==> src/smap_pkg.sv <==
package smap_pkg;

  // Default size limit of one packet, in bytes.
  localparam int unsigned MaxPacketBytesDef = 1024;

  // STUN header length; attributes start right after it.
  localparam int unsigned HdrBytes = 20;
  localparam logic [17:0] AttrStartReset = 18'(HdrBytes);

  // Header marker byte (first two bytes of a binding success response).
  localparam logic [7:0] HdrMarker = 8'h01;

  // XOR-MAPPED-ADDRESS attribute type and its minimum useful length.
  localparam logic [15:0] XorMappedType = 16'h0020;
  localparam logic [15:0] XorMappedMinLen = 16'd8;

  // Magic cookie; the port is masked with its upper half.
  localparam logic [31:0] MagicCookie = 32'h2112_A442;

  // Byte offsets inside one attribute.
  localparam logic [3:0] OffTypeHi = 4'd0;
  localparam logic [3:0] OffTypeLo = 4'd1;
  localparam logic [3:0] OffLenHi  = 4'd2;
  localparam logic [3:0] OffLenLo  = 4'd3;
  localparam logic [3:0] OffPortHi = 4'd6;
  localparam logic [3:0] OffPortLo = 4'd7;
  localparam logic [3:0] OffAddr3  = 4'd8;
  localparam logic [3:0] OffAddr2  = 4'd9;
  localparam logic [3:0] OffAddr1  = 4'd10;
  localparam logic [3:0] OffAddr0  = 4'd11;

  typedef struct packed {
    logic        found;
    logic [15:0] port;
    logic [31:0] ipv4;
  } result_t;

endpackage

==> src/stun_mapped_address_parser_unit.sv <==
// Channel | Direction | Handshake             | Word contents
// in      | input     | in_valid_i/in_ready_o   | data_byte_i[7:0], last_byte_i
// out     | output    | out_valid_o/out_ready_i | found_o, mapped_port_o[15:0],
//         |           |                         | mapped_ipv4_o[31:0]
//
// One byte word is taken per cycle while the input side does not stall. A
// byte waits in the input register, and its parse step runs between that
// register and the result register, so a result word is offered from the
// result register once its last byte has moved out of the input register.
// Reset clears the parser and both valid flags; the byte count starts at zero
// and the attribute walk at offset 20.
// Only a last byte can stall: it waits in the input register while the
// result register still holds an untaken word, and the input side stalls
// with it. All other bytes flow at one per cycle regardless of the output.
module stun_mapped_address_parser_unit #(
  parameter int unsigned MAX_PACKET_BYTES = smap_pkg::MaxPacketBytesDef
) (
  input  logic        clk_i,
  input  logic        rst_ni,
  input  logic        in_valid_i,
  output logic        in_ready_o,
  input  logic [7:0]  data_byte_i,
  input  logic        last_byte_i,
  output logic        out_valid_o,
  input  logic        out_ready_i,
  output logic        found_o,
  output logic [15:0] mapped_port_o,
  output logic [31:0] mapped_ipv4_o
);

  logic              st_vld;
  logic [7:0]        st_byte;
  logic              st_last;
  logic              out_free;
  logic              fire;
  smap_pkg::result_t walk_res;
  smap_pkg::result_t out_res;

  // A buffered byte is parsed once it can move on; a last byte also needs
  // room in the result register for the word it produces.
  assign fire = st_vld && (!st_last || out_free);

  smap_in_stage u_in (
    .clk_i      (clk_i),
    .rst_ni     (rst_ni),
    .in_valid_i (in_valid_i),
    .in_ready_o (in_ready_o),
    .data_byte_i(data_byte_i),
    .last_byte_i(last_byte_i),
    .take_i     (fire),
    .vld_o      (st_vld),
    .byte_o     (st_byte),
    .last_o     (st_last)
  );

  smap_walker #(
    .MAX_PACKET_BYTES(MAX_PACKET_BYTES)
  ) u_walk (
    .clk_i (clk_i),
    .rst_ni(rst_ni),
    .fire_i(fire),
    .byte_i(st_byte),
    .last_i(st_last),
    .res_o (walk_res)
  );

  smap_out_stage u_out (
    .clk_i      (clk_i),
    .rst_ni     (rst_ni),
    .load_i     (fire && st_last),
    .res_i      (walk_res),
    .free_o     (out_free),
    .out_valid_o(out_valid_o),
    .out_ready_i(out_ready_i),
    .res_o      (out_res)
  );

  assign found_o       = out_res.found;
  assign mapped_port_o = out_res.port;
  assign mapped_ipv4_o = out_res.ipv4;

  // When nothing is found, the port and address fields must read as zero.
  a_zero_when_absent: assert property (@(posedge clk_i) disable iff (!rst_ni)
    out_valid_o && !found_o |-> mapped_port_o == 16'h0000 &&
                                mapped_ipv4_o == 32'h0000_0000)
    else $error("nonzero mapped fields without a match");

  // The input side stalls only behind a last byte blocked by a full output.
  a_stall_cause: assert property (@(posedge clk_i) disable iff (!rst_ni)
    !in_ready_o |-> st_vld && st_last && out_valid_o && !out_ready_i)
    else $error("input stalled without a blocked result");

endmodule

==> src/smap_in_stage.sv <==
module smap_in_stage (
  input  logic       clk_i,
  input  logic       rst_ni,
  input  logic       in_valid_i,
  output logic       in_ready_o,
  input  logic [7:0] data_byte_i,
  input  logic       last_byte_i,
  input  logic       take_i,
  output logic       vld_o,
  output logic [7:0] byte_o,
  output logic       last_o
);

  logic       vld_q, vld_d;
  logic [7:0] byte_q;
  logic       last_q;

  // The register can take a new word when it is empty or is being drained.
  assign in_ready_o = !vld_q || take_i;
  assign vld_d      = in_ready_o ? in_valid_i : vld_q;

  always_ff @(posedge clk_i or negedge rst_ni) begin
    if (!rst_ni) begin
      vld_q <= 1'b0;
    end else begin
      vld_q <= vld_d;
    end
  end

  always_ff @(posedge clk_i) begin
    if (in_valid_i && in_ready_o) begin
      byte_q <= data_byte_i;
      last_q <= last_byte_i;
    end
  end

  assign vld_o  = vld_q;
  assign byte_o = byte_q;
  assign last_o = last_q;

endmodule

==> src/smap_walker.sv <==
module smap_walker #(
  parameter int unsigned MAX_PACKET_BYTES = smap_pkg::MaxPacketBytesDef
) (
  input  logic              clk_i,
  input  logic              rst_ni,
  input  logic              fire_i,
  input  logic [7:0]        byte_i,
  input  logic              last_i,
  output smap_pkg::result_t res_o
);

  localparam int unsigned PosW = $clog2(MAX_PACKET_BYTES + 1);

  logic [PosW-1:0] pos_q, pos_d;
  logic            hdr_q, hdr_d;
  logic [17:0]     nas_q, nas_d;
  logic [15:0]     type_q, type_d;
  logic [15:0]     len_q, len_d;
  logic [15:0]     port_q, port_d;
  logic [31:0]     addr_q, addr_d;
  logic            md_q, md_d;

  logic        take;
  logic [17:0] p18;
  logic [17:0] off;
  logic        active;
  logic        near;
  logic [3:0]  o4;
  logic        match_now;
  logic [15:0] len_new;
  logic        match_new;
  logic [16:0] padded;

  assign take      = pos_q < PosW'(MAX_PACKET_BYTES);
  assign p18       = 18'(pos_q);
  assign off       = p18 - nas_q;
  assign active    = take && !md_q && (p18 >= nas_q);
  assign near      = (off[17:4] == 14'd0);
  assign o4        = off[3:0];
  assign match_now = (type_q == smap_pkg::XorMappedType) &&
                     (len_q >= smap_pkg::XorMappedMinLen);
  assign len_new   = {len_q[15:8], byte_i};
  assign match_new = (type_q == smap_pkg::XorMappedType) &&
                     (len_new >= smap_pkg::XorMappedMinLen);
  assign padded    = (17'(len_new) + 17'd3) & ~17'd3;

  always_comb begin
    pos_d  = take ? pos_q + PosW'(1) : pos_q;
    hdr_d  = hdr_q;
    nas_d  = nas_q;
    type_d = type_q;
    len_d  = len_q;
    port_d = port_q;
    addr_d = addr_q;
    md_d   = md_q;

    if (take && pos_q == PosW'(0)) begin
      hdr_d = (byte_i == smap_pkg::HdrMarker);
    end else if (take && pos_q == PosW'(1)) begin
      hdr_d = hdr_q && (byte_i == smap_pkg::HdrMarker);
    end

    if (active && near) begin
      unique case (o4)
        smap_pkg::OffTypeHi: type_d = {byte_i, 8'h00};
        smap_pkg::OffTypeLo: type_d = {type_q[15:8], byte_i};
        smap_pkg::OffLenHi:  len_d  = {byte_i, 8'h00};
        smap_pkg::OffLenLo: begin
          len_d = len_new;
          if (!match_new) begin
            nas_d = nas_q + 18'd4 + 18'(padded);
          end
        end
        smap_pkg::OffPortHi: if (match_now) begin
          port_d = {byte_i ^ smap_pkg::MagicCookie[31:24], 8'h00};
        end
        smap_pkg::OffPortLo: if (match_now) begin
          port_d = {port_q[15:8], byte_i ^ smap_pkg::MagicCookie[23:16]};
        end
        smap_pkg::OffAddr3: if (match_now) begin
          addr_d = {byte_i ^ smap_pkg::MagicCookie[31:24], 24'h000000};
        end
        smap_pkg::OffAddr2: if (match_now) begin
          addr_d[23:16] = byte_i ^ smap_pkg::MagicCookie[23:16];
        end
        smap_pkg::OffAddr1: if (match_now) begin
          addr_d[15:8] = byte_i ^ smap_pkg::MagicCookie[15:8];
        end
        smap_pkg::OffAddr0: if (match_now) begin
          addr_d[7:0] = byte_i ^ smap_pkg::MagicCookie[7:0];
          md_d        = 1'b1;
        end
        default: ;
      endcase
    end

    res_o.found = hdr_d && md_d && (pos_d >= PosW'(smap_pkg::HdrBytes));
    res_o.port  = res_o.found ? port_d : 16'h0000;
    res_o.ipv4  = res_o.found ? addr_d : 32'h0000_0000;
  end

  always_ff @(posedge clk_i or negedge rst_ni) begin
    if (!rst_ni) begin
      pos_q  <= '0;
      hdr_q  <= 1'b0;
      nas_q  <= smap_pkg::AttrStartReset;
      type_q <= '0;
      len_q  <= '0;
      port_q <= '0;
      addr_q <= '0;
      md_q   <= 1'b0;
    end else if (fire_i) begin
      if (last_i) begin
        pos_q  <= '0;
        hdr_q  <= 1'b0;
        nas_q  <= smap_pkg::AttrStartReset;
        type_q <= '0;
        len_q  <= '0;
        port_q <= '0;
        addr_q <= '0;
        md_q   <= 1'b0;
      end else begin
        pos_q  <= pos_d;
        hdr_q  <= hdr_d;
        nas_q  <= nas_d;
        type_q <= type_d;
        len_q  <= len_d;
        port_q <= port_d;
        addr_q <= addr_d;
        md_q   <= md_d;
      end
    end
  end

  a_pos_bound: assert property (@(posedge clk_i) disable iff (!rst_ni)
    pos_q <= PosW'(MAX_PACKET_BYTES))
    else $error("byte position ran past the packet limit");

  a_clear_after_last: assert property (@(posedge clk_i) disable iff (!rst_ni)
    fire_i && last_i |=> pos_q == '0 && !md_q && nas_q == smap_pkg::AttrStartReset)
    else $error("parser state not cleared after the last byte");

endmodule

==> src/smap_out_stage.sv <==
module smap_out_stage (
  input  logic              clk_i,
  input  logic              rst_ni,
  input  logic              load_i,
  input  smap_pkg::result_t res_i,
  output logic              free_o,
  output logic              out_valid_o,
  input  logic              out_ready_i,
  output smap_pkg::result_t res_o
);

  logic              vld_q, vld_d;
  smap_pkg::result_t res_q;

  assign free_o = !vld_q || out_ready_i;

  always_comb begin
    if (load_i) begin
      vld_d = 1'b1;
    end else if (out_ready_i) begin
      vld_d = 1'b0;
    end else begin
      vld_d = vld_q;
    end
  end

  always_ff @(posedge clk_i or negedge rst_ni) begin
    if (!rst_ni) begin
      vld_q <= 1'b0;
    end else begin
      vld_q <= vld_d;
    end
  end

  always_ff @(posedge clk_i) begin
    if (load_i) begin
      res_q <= res_i;
    end
  end

  assign out_valid_o = vld_q;
  assign res_o       = res_q;

endmodule
==> config.mk <==
export PLATFORM = sky130hd
export DESIGN_NAME = stun_mapped_address_parser_unit
export DESIGN_NICKNAME = d
export VERILOG_FILES = /design/src/smap_pkg.sv /design/src/stun_mapped_address_parser_unit.sv /design/src/smap_in_stage.sv /design/src/smap_walker.sv /design/src/smap_out_stage.sv
export SDC_FILE = /design/constraint.sdc
export NUM_CORES = 1
export LEC_CHECK = 0
export BUFFER_PORTS_ARGS = -buffer_cell sky130_fd_sc_hd__buf_2
export CORE_ASPECT_RATIO = 0.7
export CORE_MARGIN = 2
export CORE_UTILIZATION = 45
export DETAILED_ROUTE_END_ITERATION = 12
export PLACE_DENSITY = 0.64
export SLEW_MARGIN = 20
export SYNTH_ARGS = -nofsm -noshare
export SYNTH_HDL_FRONTEND = slang
export SYNTH_SLANG_ARGS = --single-unit
==> constraint.sdc <==
create_clock -name clk_i -period 5.85 [get_ports clk_i]
set_input_delay 0.585 -clock clk_i [delete_from_list [all_inputs] [get_ports clk_i]]
set_output_delay 0.585 -clock clk_i [all_outputs]
set_load 0.005 [all_outputs]
==> impl_metrics.yaml, run 1 <==
clocking:
  cts_tree: "done"
  cts.htree.levels: 4
  path_clk_slew_ns: 0.07
  clockBufferDepth: 2
  ctsHoldBuffers: 0
  clockRootBuffer: "clkbuf_16"
  cts_resized: 0
  cts_setup_buffers: 0
  clk_latency_ns: 0.43
  clock-sinks: 166
  cts-buffers-inserted: 17
worst_setup_path:
  crit_end: "u_walk.nas_q[17]"
  critPathKind: "flip-flop to flip-flop"
  rr_worst_depth: 15
  crit_path_max_fanout: 14
  r2r-end: "u_walk.nas_q[17]"
  critPathSlowestCell: "edfxtp_1"
  r2r_setup_slack_ns: 1.60
  startpoint: "u_in.byte_o[1]"
  end_kind: "flip-flop"
  crit_chain: "o21a_1, and3_1, nand4_1, nor2_1, and3_1, nand2_1, xnor2_1, ha_1, ha_1, and3_1, a211oi_1, or3_1, o21ai_0, xor2_1, a22o_1"
  cp_top_family: "simple AND/OR/NAND/NOR gates"
  cp_data_required_time_ns: 6.17
  crit_top_cell: "and3_1"
  cp_num_cells: 15
  cp_num_buf_inv: 0
  cpPeakStageDelay_ns: 0.79
  cp_data_arrival_time_ns: 4.57
  worst_setup_path_start_kind: "flip-flop"
  r2r-start: "u_in.byte_o[1]"
yosys:
  yosys.area_share.simple_pct: 18.1
  syn_inst: 927
  yosys.area.top_type: "dfrtp_1"
  synth_edf_count: 58
  synth_cell_types: 69
  async_flop_share_pct: 65.1
  synth_xor_area_share_pct: 2.88
  syn_area_um2: 9130
  ys_seq_area_share_pct: 48.7
  yosysTopAreaCellShare_pct: 29.1
  yosys_warnings: 0
  synth_top_family_by_area: "compound AO/OA/AOI/OAI gates"
  syn_nets: 984
  syn_area_per_cell_um2: 9.85
  synthAdderAreaFrac_pct: 6.11
  synth-compound-area-share_pct: 19.3
  synthTopCellsByArea: "dfrtp_1 29%, edfxtp_1 19%, nand2_1 6.4%"
  synth_ff_type: "dfrtp_1"
  yosys_register_bits: 166
  synth_mux_area_share_pct: 1.00
detailed_routing:
  drt_iter0_drc: 811
  drt-total-wl_um: 24900
  drc: 0
  dr.pass1.iters: 5
  vias_per_cell: 6.03
  routedWlPerCell_um: 19.9
  dr_total_vias: 7560
  antenna_left: 0
timing:
  hold_viol: 0
  timing.final.crit_share_pct: 72.6
  drv_slew: 0
  setup_viol_count_final: 0
  layout_min_cycle_time_ns: 4.25
  setup_ws_ns: 1.60
  max_slew_margin_pct: 30.5
  grt_setup_unrepaired: "false"
  fmax_mhz: 235
  worstMarginPinSlew_ns: 1.03
  skew_ns: 0.00856
  fin_setup_tns_ns: 0
  hold_ws_ns: 0.144
power_and_ir_drop:
  ir_drop_v: 0.000267
  p_leak_nw: 4.35
  powerDensity_nw_per_um2: 281
flow_run:
  maxCapViolations: 0
finish:
  nNetsFinal: 1027
  drive_gt1_share_pct: 13.4
  post-route-util_pct: 51.9
  final_common_cell: "nand2_1"
  nFillCells: 1784
  mostFrequentLayoutCells: "155 x nand2_1, 106 x dfrtp_1, 74 x a21oi_1"
  postLayoutCellArea_um2: 10300
  n_antenna_cell: 0
  syn_to_final_growth_pct: 12.8
placement:
  portBuffers: 63
  placed_cell_area_um2: 9690
  globalplace.congestion: 0.998
  place_ws_ns: 1.64
  dp_hpwl_um: 17200
global_route:
  grt_pass1_vias: 6874
  gr-usage-all-layers_pct: 23.8
  grt_max_degree: 65
  grt_pass1_wl_um: 39200
  antenna_found_initial: 0
  overflow: 0
hold_path:
  hp-class: "primary input to asynchronous set/reset pin"
die:
  core_um2: 19900
  die_y_um: 123
  num_rows: 43
  die_area_um2: 21500
  initial_core_util_pct: 46.0
  dieWidth_um: 174
  pin_count: 64
status:
  status: "complete, no violations"
sequential cells by signal, indices dropped and copies added, names as in the netlist:
name               cells
u_in.byte_o            8
u_in.last_o            1
u_in.vld_o             1
u_out.out_valid_o      1
u_out.res_o           49
u_walk.addr_q         32
u_walk.hdr_q           1
u_walk.len_q          13
u_walk.md_q            1
u_walk.nas_q          16
u_walk.port_q         16
u_walk.pos_q          11
u_walk.type_q         16
layer usage:
layer | wire length, um | vias to the layer above | share of wire (%) | GRT usage (%)
met5 | 0 | - | 0 | 0
met4 | 229 | 0 | 0.92 | 6.04
met3 | 2080 | 22 | 8.3 | 5.14
met2 | 10100 | 295 | 41 | 32.4
met1 | 12500 | 3728 | 50 | 37.6
li1 | - | 3515 | - | -
worst min path at each step:
| stage | slack, ns | startpoint | to |
|---|---|---|---|
| floorplan | 0.29 | rst_ni | u_in.vld_o |
| global placement | 0.46 | u_walk.port_q[10] | u_walk.port_q[10] |
| detailed placement | 0.47 | u_walk.port_q[12] | u_walk.port_q[12] |
| CTS | 0.17 | rst_ni | u_walk.nas_q[15] |
| global route | 0.20 | rst_ni | u_walk.nas_q[15] |
| finish | 0.14 | rst_ni | u_walk.nas_q[15] |
logic make-up (layout without fill, tap and decap cells):
logic type | count (synthesis) | after routing
other cells | 1 | 1
simple gates | 329 | 329
xor+xnor | 30 | 30
flops | 166 | 166
compound gates | 261 | 261
mux | 9 | 9
buf+inv | 87 | 143
fa+ha+maj | 44 | 44
synth_stat cells (all sizes together) (3+ instances only):
master	n
o31ai	3
a31oi	7
or4	6
xor2	8
nand4	11
mux2i	8
ha	43
dfrtp	106
buf	17
a21o	5
nand2	155
nand3	22
xnor2	22
and3	8
nand3b	3
o2bb2ai	13
nor4	17
o21ai	58
and4	3
nor3	20
nor3b	4
nand4b	3
nor2b	8
a21oi	74
a211oi	4
nor2	31
a32o	4
edfxtp	58
o221ai	28
nand2b	12
or2	7
o21a	5
a22o	39
o211ai	3
clkbuf	37
inv	33
or3	13
final cells by class:
class / instances / area (um^2) / share of cell area [%]
clock inverter: 15 / 178 / 1.73
inverter: 33 / 124 / 1.20
sequential: 166 / 4450 / 43.2
tap: 270 / 338 / 3.28
timing repair buffer: 78 / 430 / 4.18
clock buffer: 17 / 425 / 4.13
multi-input combinational: 674 / 4350 / 42.3
metrics by stage:
step	total power (W)	instances
4_1_cts	0.00289	1253
3_3_place_gp	0.00174	1221
5_1_grt	0.00299	1253
6_report	0.00289	1253
2_1_floorplan	0.00160	927
3_5_place_dp	0.00174	1221
power breakdown:
| group | internal (W) | leakage (nW) | total (W) | switching (W) |
|---|---|---|---|---|
| clock | 0.000673 | 0.285 | 0.00116 | 0.000482 |
| sequential | 0.00123 | 2.11 | 0.00128 | 0.0000465 |
| combinational | 0.000151 | 1.95 | 0.000453 | 0.000303 |
Power figures use the tool's default switching activity.
==> run 2, diff against run 1 <==
--- a/config.mk
+++ b/config.mk
@@ -5,12 +5,13 @@
 export SDC_FILE = /design/constraint.sdc
 export NUM_CORES = 1
 export LEC_CHECK = 0
+export ABC_AREA = 1
 export BUFFER_PORTS_ARGS = -buffer_cell sky130_fd_sc_hd__buf_2
 export CORE_ASPECT_RATIO = 0.7
 export CORE_MARGIN = 2
 export CORE_UTILIZATION = 45
 export DETAILED_ROUTE_END_ITERATION = 12
-export PLACE_DENSITY = 0.64
+export PLACE_DENSITY = 0.66
 export SLEW_MARGIN = 20
 export SYNTH_ARGS = -nofsm -noshare
 export SYNTH_HDL_FRONTEND = slang
==> constraint.sdc (replaced) <==
create_clock -name clk_i -period 3.8 [get_ports clk_i]
set_input_delay 0.38 -clock clk_i [delete_from_list [all_inputs] [get_ports clk_i]]
set_output_delay 0.38 -clock clk_i [all_outputs]
set_load 0.005 [all_outputs]
==> run 2 against run 1 <==
- count of clock-buffer cells in the layout up 1
- highest routed layer unchanged
- register-to-register slack worse by 1.2 ns
- wire length grew 11%
- synthesized cell count increased by 50%
- combinational power rose to 5.3 times the previous value
- critical path depth grew 8
==> impl_metrics.yaml, run 2 <==
status:
  status: "complete, no violations"
clocking:
  clockBufferDepth: 2
  cts_tree: "done"
  cts.htree.levels: 4
  cts_setup_buffers: 0
  clockRootBuffer: "clkbuf_16"
  cts-buffers-inserted: 17
  path_clk_slew_ns: 0.07
  clock-sinks: 166
  clk_latency_ns: 0.44
flow_run:
  maxCapViolations: 0
timing:
  setup_viol_count_final: 0
  skew_ns: 0.0169
  layout_min_cycle_time_ns: 3.45
  hold_ws_ns: 0.119
  max_slew_margin_pct: 41.0
  drv_slew: 0
  fin_setup_tns_ns: 0
  fmax_mhz: 290
  timing.final.crit_share_pct: 90.7
  grt_setup_unrepaired: "false"
  hold_viol: 0
  worstMarginPinSlew_ns: 0.881
power_and_ir_drop:
  powerDensity_nw_per_um2: 564
  p_leak_nw: 6.07
  ir_drop_v: 0.000347
  power_w: 0.00654
yosys:
  syn_area_um2: 10100
  synth_edf_count: 58
  yosys_warnings: 0
  yosys.cell_count.top_type: "nand2_1"
  synth_common_cells: "518 x nand2_1, 166 x inv_1, 132 x nor2_1, 113 x nand3_1, 106 x dfrtp_1"
  yosysTopAreaCellShare_pct: 26.2
  yosys.area.top_type: "dfrtp_1"
  syn_nets: 1447
  synth_ff_type: "dfrtp_1"
  synth_cell_types: 40
  syn_inst: 1390
  async_flop_share_pct: 65.1
  synthTopCellsByArea: "dfrtp_1 26%, nand2_1 19%, edfxtp_1 17%"
  ys_seq_area_share_pct: 43.9
  syn_area_per_cell_um2: 7.28
  yosys_register_bits: 166
worst_setup_path:
  critPathKind: "flip-flop to flip-flop"
  cp_data_required_time_ns: 4.13
  critPathSlowestCell: "edfxtp_1"
  crit_top_cell: "nor2_2"
  cpPeakStageDelay_ns: 0.37
  r2r_setup_slack_ns: 0.35
  worst_setup_path_start_kind: "flip-flop"
  crit_chain: "nor2_1, nor2_2, nand2_1, nor2_2, nand2_2, nor2_1, nand2_2, nor2_4, nand3_2, nor2_2, nand2_1, nor2_2, xor2_1, ha_1, ha_1, nand2_1, nor2_2, nand3_1, o2111ai_1, xor2_1, nor2_1, nand3_1, nand2_1"
  cp_data_arrival_time_ns: 3.78
  rr_worst_depth: 23
  end_kind: "flip-flop"
  crit_path_max_fanout: 4
detailed_routing:
  drc: 0
  dr_total_vias: 9321
  dr.pass1.iters: 6
  vias_per_cell: 5.28
  drt-total-wl_um: 27700
  drt_iter0_drc: 909
  antenna_left: 0
  routedWlPerCell_um: 15.7
global_route:
  grt_pass1_wl_um: 44200
  grt_pass1_vias: 8145
  overflow: 0
  gr-usage-all-layers_pct: 24.2
  grt_max_degree: 50
  antenna_found_initial: 1
die:
  core_um2: 21900
  initial_core_util_pct: 46.2
  pin_count: 64
  die_y_um: 129
  dieWidth_um: 183
  num_rows: 45
  die_area_um2: 23700
finish:
  final_common_cell: "nand2_1"
  nFillCells: 2104
  postLayoutCellArea_um2: 11600
  n_antenna_cell: 0
  post-route-util_pct: 53.0
  largest_register_ffs: 49
  drive_gt1_share_pct: 11.5
  nNetsFinal: 1526
  mostFrequentLayoutCells: "515 x nand2_1, 165 x inv_1, 125 x nor2_1"
  syn_to_final_growth_pct: 14.7
hold_path:
  hp-class: "primary input to flip-flop"
  holdPathStages: 1
placement:
  dp_hpwl_um: 20500
  portBuffers: 63
  placed_cell_area_um2: 10900
  globalplace.congestion: 0.900
[run 2: changes by cell type after synthesis, moves of 13 or more]
cell,delta
nor2_1,+101
o2bb2ai_1,-13
nand4_1,+16
o21ai_1,-18
or3_1,-13
a21oi_1,-20
clkbuf_1,-16
xnor2_1,-16
nand2_1,+363
o221ai_1,-28
nand3_1,+91
inv_1,+133
a22o_1,-39
[run 2: what timing repair did]
item	in CTS	in global routing
hold buffers	1	0
endpoints found under the hold margin	42	0
resized for setup	0	19
endpoints found under the setup margin	0	7
[run 2: report_power, final]
group	switching (W)	internal [W]	leakage, nW
Combinational	0.00161	0.000790	3.73
Sequential	0.000202	0.00204	2.03
Clock	0.000768	0.00113	0.310
Total	0.00258	0.00396	6.07
[run 2: path summary, 6_finish.rpt]
kind / startpoint / to
worst max-delay path: u_in.byte_o[0] / u_walk.nas_q[15]
worst max register to register: u_in.byte_o[0] / u_walk.nas_q[15]
max in group asynchronous: rst_ni / u_walk.nas_q[4]
worst min register to register: u_walk.nas_q[2] / u_walk.nas_q[2]
worst min-delay path: last_byte_i / u_in.last_o
min in group asynchronous: rst_ni / u_walk.addr_q[16]
[run 2: kinds of logic (layout without fill, tap and decap cells)]
family	after synthesis	in the layout	synth area share, %
and+or+nand+nor	832	832	34.0
AOI/OAI and AO/OA	115	115	6.40
adders and majority gates	44	44	5.51
buffers and inverters	208	300	8.05
xor gates and xnor gates	24	24	2.08
other	1	1	0.0371
DFF	166	166	43.9
[run 2: per-stage QoR]
stage,worst slack [ns],instances
floorplan,0.488,1390
global route,0.00646,1764
CTS,0.154,1764
finish,0.354,1764
detailed placement,0.166,1731
global placement,0.223,1731
[run 2: routing by layer]
metal  GRT usage, %  part of all wire (%)
met1           38.5                    51
met5              0                     0
met2           32.8                    40
met4           5.41                  0.95
met3           5.51                   8.6
[run 2: cell type report]
| type | instances | area [um^2] | area share [%] |
|---|---|---|---|
| clock buffers | 18 | 439 | 3.78 |
| clock inverters | 14 | 199 | 1.71 |
| inverters | 173 | 649 | 5.60 |
| multi-input cells | 1016 | 4930 | 42.5 |
| flip-flops and latches | 166 | 4450 | 38.3 |
| well taps | 282 | 353 | 3.04 |
| repair buffers | 95 | 586 | 5.05 |
[run 2: critical path: cells and delay by family (launching register included)]
family	cells	cell delay, ns
AO/OA/AOI/OAI	1	0.11
AND/OR/NAND/NOR	18	1.89
flip-flops	1	0.37
adder cells (fa/ha/maj)	2	0.59
XOR/XNOR	2	0.37
